`src/hw/rtl/des_pkg.sv`:
```
`timescale 1ns / 1ps
// ----------------------------------------------------------------------------
// des_pkg
// DES tables, permutations and round function shared by the key schedule and the block engine
// ----------------------------------------------------------------------------
package des_pkg;

  typedef enum logic [1:0] {
    CFG_KEY  = 2'd0,
    CFG_IV   = 2'd1,
    CFG_MODE = 2'd2,
    CFG_DIR  = 2'd3
  } cfg_idx_e;

  localparam int unsigned BlockBytes = 8;

  typedef logic [63:0] blk_t;
  typedef logic [47:0] subkey_t;
  typedef subkey_t [15:0] sched_t;

  localparam logic [7:0] TabIp [64] = '{
    58,50,42,34,26,18,10,2,60,52,44,36,28,20,12,4,
    62,54,46,38,30,22,14,6,64,56,48,40,32,24,16,8,
    57,49,41,33,25,17,9,1,59,51,43,35,27,19,11,3,
    61,53,45,37,29,21,13,5,63,55,47,39,31,23,15,7};
  localparam logic [7:0] TabFp [64] = '{
    40,8,48,16,56,24,64,32,39,7,47,15,55,23,63,31,
    38,6,46,14,54,22,62,30,37,5,45,13,53,21,61,29,
    36,4,44,12,52,20,60,28,35,3,43,11,51,19,59,27,
    34,2,42,10,50,18,58,26,33,1,41,9,49,17,57,25};
  localparam logic [7:0] TabE [48] = '{
    32,1,2,3,4,5,4,5,6,7,8,9,8,9,10,11,12,13,12,13,14,15,16,17,
    16,17,18,19,20,21,20,21,22,23,24,25,24,25,26,27,28,29,28,29,30,31,32,1};
  localparam logic [7:0] TabP [32] = '{
    16,7,20,21,29,12,28,17,1,15,23,26,5,18,31,10,
    2,8,24,14,32,27,3,9,19,13,30,6,22,11,4,25};
  localparam logic [7:0] TabPc1 [56] = '{
    57,49,41,33,25,17,9,1,58,50,42,34,26,18,10,2,59,51,43,35,27,19,11,3,
    60,52,44,36,63,55,47,39,31,23,15,7,62,54,46,38,30,22,14,6,61,53,45,37,
    29,21,13,5,28,20,12,4};
  localparam logic [7:0] TabPc2 [48] = '{
    14,17,11,24,1,5,3,28,15,6,21,10,23,19,12,4,26,8,16,7,27,20,13,2,
    41,52,31,37,47,55,30,40,51,45,33,48,44,49,39,56,34,53,46,42,50,36,29,32};
  localparam logic [1:0] TabRot [16] = '{1,1,2,2,2,2,2,2,1,2,2,2,2,2,2,1};
  localparam logic [3:0] TabS [8][64] = '{
    '{14,4,13,1,2,15,11,8,3,10,6,12,5,9,0,7, 0,15,7,4,14,2,13,1,10,6,12,11,9,5,3,8,
      4,1,14,8,13,6,2,11,15,12,9,7,3,10,5,0, 15,12,8,2,4,9,1,7,5,11,3,14,10,0,6,13},
    '{15,1,8,14,6,11,3,4,9,7,2,13,12,0,5,10, 3,13,4,7,15,2,8,14,12,0,1,10,6,9,11,5,
      0,14,7,11,10,4,13,1,5,8,12,6,9,3,2,15, 13,8,10,1,3,15,4,2,11,6,7,12,0,5,14,9},
    '{10,0,9,14,6,3,15,5,1,13,12,7,11,4,2,8, 13,7,0,9,3,4,6,10,2,8,5,14,12,11,15,1,
      13,6,4,9,8,15,3,0,11,1,2,12,5,10,14,7, 1,10,13,0,6,9,8,7,4,15,14,3,11,5,2,12},
    '{7,13,14,3,0,6,9,10,1,2,8,5,11,12,4,15, 13,8,11,5,6,15,0,3,4,7,2,12,1,10,14,9,
      10,6,9,0,12,11,7,13,15,1,3,14,5,2,8,4, 3,15,0,6,10,1,13,8,9,4,5,11,12,7,2,14},
    '{2,12,4,1,7,10,11,6,8,5,3,15,13,0,14,9, 14,11,2,12,4,7,13,1,5,0,15,10,3,9,8,6,
      4,2,1,11,10,13,7,8,15,9,12,5,6,3,0,14, 11,8,12,7,1,14,2,13,6,15,0,9,10,4,5,3},
    '{12,1,10,15,9,2,6,8,0,13,3,4,14,7,5,11, 10,15,4,2,7,12,9,5,6,1,13,14,0,11,3,8,
      9,14,15,5,2,8,12,3,7,0,4,10,1,13,11,6, 4,3,2,12,9,5,15,10,11,14,1,7,6,0,8,13},
    '{4,11,2,14,15,0,8,13,3,12,9,7,5,10,6,1, 13,0,11,7,4,9,1,10,14,3,5,12,2,15,8,6,
      1,4,11,13,12,3,7,14,10,15,6,8,0,5,9,2, 6,11,13,8,1,4,10,7,9,5,0,15,14,2,3,12},
    '{13,2,8,4,6,15,11,1,10,9,3,14,5,0,12,7, 1,15,13,8,10,3,7,4,12,5,6,11,0,14,9,2,
      7,11,4,1,9,12,14,2,0,6,10,13,15,3,5,8, 2,1,14,7,4,10,8,13,15,12,9,0,3,5,6,11}};

  function automatic logic [63:0] perm_ip(input logic [63:0] v);
    logic [63:0] r;
    for (int i = 0; i < 64; i++) r[63-i] = v[64-int'(TabIp[i])];
    return r;
  endfunction

  function automatic logic [63:0] perm_fp(input logic [63:0] v);
    logic [63:0] r;
    for (int i = 0; i < 64; i++) r[63-i] = v[64-int'(TabFp[i])];
    return r;
  endfunction

  function automatic logic [55:0] perm_pc1(input logic [63:0] v);
    logic [55:0] r;
    for (int i = 0; i < 56; i++) r[55-i] = v[64-int'(TabPc1[i])];
    return r;
  endfunction

  function automatic logic [47:0] perm_pc2(input logic [55:0] v);
    logic [47:0] r;
    for (int i = 0; i < 48; i++) r[47-i] = v[56-int'(TabPc2[i])];
    return r;
  endfunction

  function automatic logic [27:0] rot28(input logic [27:0] v, input logic [1:0] s);
    logic [27:0] r;
    r = (s == 2'd1) ? {v[26:0], v[27]} : {v[25:0], v[27:26]};
    return r;
  endfunction

  function automatic logic [31:0] feistel(input logic [31:0] r, input logic [47:0] k);
    logic [47:0] e;
    logic [31:0] o;
    logic [31:0] p;
    logic [5:0]  six;
    for (int i = 0; i < 48; i++) e[47-i] = r[32-int'(TabE[i])];
    e = e ^ k;
    for (int i = 0; i < 8; i++) begin
      six = e[42-6*i +: 6];
      o[28-4*i +: 4] = TabS[i][{six[5], six[0], six[4:1]}];
    end
    for (int i = 0; i < 32; i++) p[31-i] = o[32-int'(TabP[i])];
    return p;
  endfunction

endpackage

```
`src/hw/rtl/des_key_sched.sv`:
```
`timescale 1ns / 1ps
// ----------------------------------------------------------------------------
// des_key_sched
// registered sixteen-entry subkey schedule, rebuilt when the key is written
// ----------------------------------------------------------------------------
module des_key_sched (
  input  logic             clk_i,
  input  logic             rst_ni,
  input  logic             key_we_i,
  input  logic [63:0]      key_i,
  output des_pkg::sched_t  sched_o
);

  des_pkg::sched_t sched_d, sched_q;
  logic [55:0] cd;
  logic [27:0] c, d;

  always_comb begin
    cd = des_pkg::perm_pc1(key_i);
    c = cd[55:28];
    d = cd[27:0];
    for (int i = 0; i < 16; i++) begin
      c = des_pkg::rot28(c, des_pkg::TabRot[i]);
      d = des_pkg::rot28(d, des_pkg::TabRot[i]);
      sched_d[i] = des_pkg::perm_pc2({c, d});
    end
  end

  // reset key is zero, whose schedule is all zero
  always_ff @(posedge clk_i or negedge rst_ni) begin
    if (!rst_ni) begin
      sched_q <= '0;
    end else if (key_we_i) begin
      sched_q <= sched_d;
    end
  end

  assign sched_o = sched_q;

endmodule

```
`config.mk`:
```
export PLATFORM = sky130hd
export DESIGN_NAME = des_key_sched
export DESIGN_NICKNAME = d
export VERILOG_FILES = /design/src/hw/rtl/des_pkg.sv /design/src/hw/rtl/des_key_sched.sv
export SDC_FILE = /design/constraint.sdc
export NUM_CORES = 1
export LEC_CHECK = 0
export ABC_AREA = 1
export BUFFER_PORTS_ARGS = -buffer_cell sky130_fd_sc_hd__buf_2
export CAP_MARGIN = 20
export CORE_AREA = 4 4 326 328
export DETAILED_ROUTE_END_ITERATION = 6
export DIE_AREA = 0 0 330 332
export MAX_ROUTING_LAYER = met4
export PLACE_DENSITY = 0.31
export SYNTH_ARGS = -nofsm -noshare
export SYNTH_HDL_FRONTEND = slang
export SYNTH_SLANG_ARGS = --single-unit
```
`constraint.sdc`:
```
create_clock -name clk_i -period 0.8 [get_ports clk_i]
set_input_delay 0.04 -clock clk_i [delete_from_list [all_inputs] [get_ports clk_i]]
set_output_delay 0.04 -clock clk_i [all_outputs]
set_load 0.05 [all_outputs]
```
==> results_dict.tcl <==
set metrics [dict create \
    status "complete, but fails checks" \
    violations "negative setup slack" \
    num_rows 118 \
    largest_reg_flops 56 \
    p_leak_nw 8.34 \
    num_vias 5910 \
    synth.distinct_cells 6 \
    numCtsBuffers 5 \
    crit_fanout 7 \
    power_density_nw_per_um2 1920 \
    finalNonFillerCells 2608 \
    grt_usage_pct 7.02 \
    pre_cts_slack_ns -0.215 \
    drc_errors 0 \
    rsz0062_at_grt "yes" \
    drt_wl_total_um 41300 \
    ys_ff_latch 56 \
    post-route-min-period_ns 1.34 \
    wire_per_inst_um 15.8 \
    drtAntennaViolNets 0 \
    coreArea_sq_um 103000 \
    placed_area_sq_um 8470 \
    worst_pin_slew_ns 0.264 \
    hold_class "input pin to flip-flop" \
    ff_latch_area_sq_um 1610 \
    cts_tree "done" \
    drt_iter0_drc 135 \
    final_cell_area_sq_um 18500 \
    start_util_pct 7.26 \
    clockBufferDepth 2 \
    fillCellCount 11035 \
    cp_data_arrival_time_ns 1.30 \
    fin_skew_ns 0 \
    yosysSeqAreaShare_pct 18.7 \
    worstSetupEndpointType "output port" \
    grt_pass1_wl_um 52200 \
    globalplace.congestion 0.611 \
    synth_fp_nets 1016 \
    final_util_pct 18.0 \
    io_pins 835 \
    syn_area_sq_um 7500 \
    postSynthCellCount 949 \
    portBuffers 826 \
    required_ns 0.76 \
    cp-startpoint "sched_o[628]" \
    clk_latency_ns 0.36 \
    finalCritPeriodShare_pct 168 \
    setup_viol 813 \
    crit_type "flip-flop to output port" \
    hold_viol 0 \
    dp.cells 2442 \
    hp-start "key_we_i" \
    start_kind "flip-flop" \
    multiInputGateArea_sq_um 631 \
    clockRootBuffer "clkbuf_16" \
    setup_ws_ns -0.542 \
    dpl.hpwl_um 23300 \
    r2r_start "sched_o[667]" \
    fp.dieH_um 332 \
    slew_headroom_pct 82.4 \
    die_area_sq_um 110000 \
    area_growth_pct 147 \
    slew_viol_final 0 \
    maxCapViolCount 0 \
    grt-ovfl-total 0 \
    avgSynthCellArea_sq_um 7.90 \
    grt_antenna_before_repair 3 \
    cts_sinks 56 \
    vias_per_cell 2.27 \
    grt_max_degree 33 \
    clkTransAtPathRegs_ns 0.10 \
    drive_gt1_share_pct 81.6 \
    finalSetupTns_ns -335.20 \
    yosys_warnings 0 \
    drt_first_pass_iters 4 \
    cts_htree_levels 2 \
    nNetsFinal 1292 \
    grt_pass1_vias 6449 \
    ir_drop_mv 1.11 \
    fmax_mhz 745 \
    die_w_um 330 \
]
layout by cell type, fill, tap and decap left out:
master,Yosys,layout
buf_12,0,533
buf_2,2,266
nand2_1,168,168
buf_8,0,81
dlygate4sd3_1,0,57
dfrtp_4,0,56
buf_6,8,44
buf_4,714,10
clkbuf_16,0,5
diode_2,0,2
clkbuf_4,0,2
inv_4,0,1
clkinvlp_4,0,1
bufinv_16,0,1
inv_6,0,1
timing repair:
action | 4_1_cts | 5_1_grt
endpoints found under the setup margin | 805 | 823
endpoints found under the hold margin | 112 | 0
buffers inserted | 79 | 20
cloned | 0 | 0
hold buffers | 57 | 0
resized for setup | 1803 | 563
cell type report:
type	count	share of cell area, %
diodes	2	0.0270
clock buffers	5	0.675
clock inverters	3	0.250
inverters	1	0.0338
multi-input cells	168	3.40
flip-flops and latches	56	8.70
well taps	1380	9.32
repair buffers	993	77.6
synth_stat cells (all sizes together):
master	number	share of area (%)
buf	724	73
nand2	168	8.4
dfrtp	56	19
inv	1	0.050
kinds of logic (layout without fill, tap and decap cells):
group / after synthesis / after routing / share of synthesized area, %
buf+inv: 725 / 1002 / 72.9
flops: 56 / 56 / 18.7
other cells: 0 / 2 / 0
simple gates: 168 / 168 / 8.41
path summary, 6_finish.rpt:
path	endpoint	slack (ns)	cells past startpoint
worst min register to register	sched_o[652]	0.63	2
min in group asynchronous	sched_o[632]	0.16	3
max in group asynchronous	sched_o[659]	0.34	3
worst max-delay path	sched_o[729]	-0.54	3
worst max register to register	sched_o[667]	-0.21	4
worst min-delay path	sched_o[639]	0.11	4
metrics by stage:
stage | total power, mW | hold slack (ns)
after floorplan | 21.8 | -0.256
after global placement | 21.8 | 0.0220
after detailed placement | 21.7 | 0.0267
after CTS | 33.8 | 0.0692
after global routing | 36.9 | 0.106
final | 35.6 | 0.114
report_power, final:
| group | switching (mW) | leakage, nW | internal, mW | total, mW |
|---|---|---|---|---|
| clock | 1.64 | 0.0804 | 1.51 | 3.15 |
| sequential | 0.467 | 0.619 | 3.25 | 3.71 |
| combinational | 17.3 | 7.64 | 11.4 | 28.8 |
critical path: stages, from the launching register on:
cell	delay (ns)
dfrtp_4	0.52
buf_12	0.17
buf_6	0.12
buf_12	0.14
per-layer routing:
layer	track usage, %	part of all wire [%]	vias up
li1	-	-	2700
met1	8.41	41	2752
met2	11.5	49	448
met3	2.05	8.9	10
met4	1.79	1.1	0
met5	-	0	-
No activity file was read; power rests on OpenSTA's default activity.
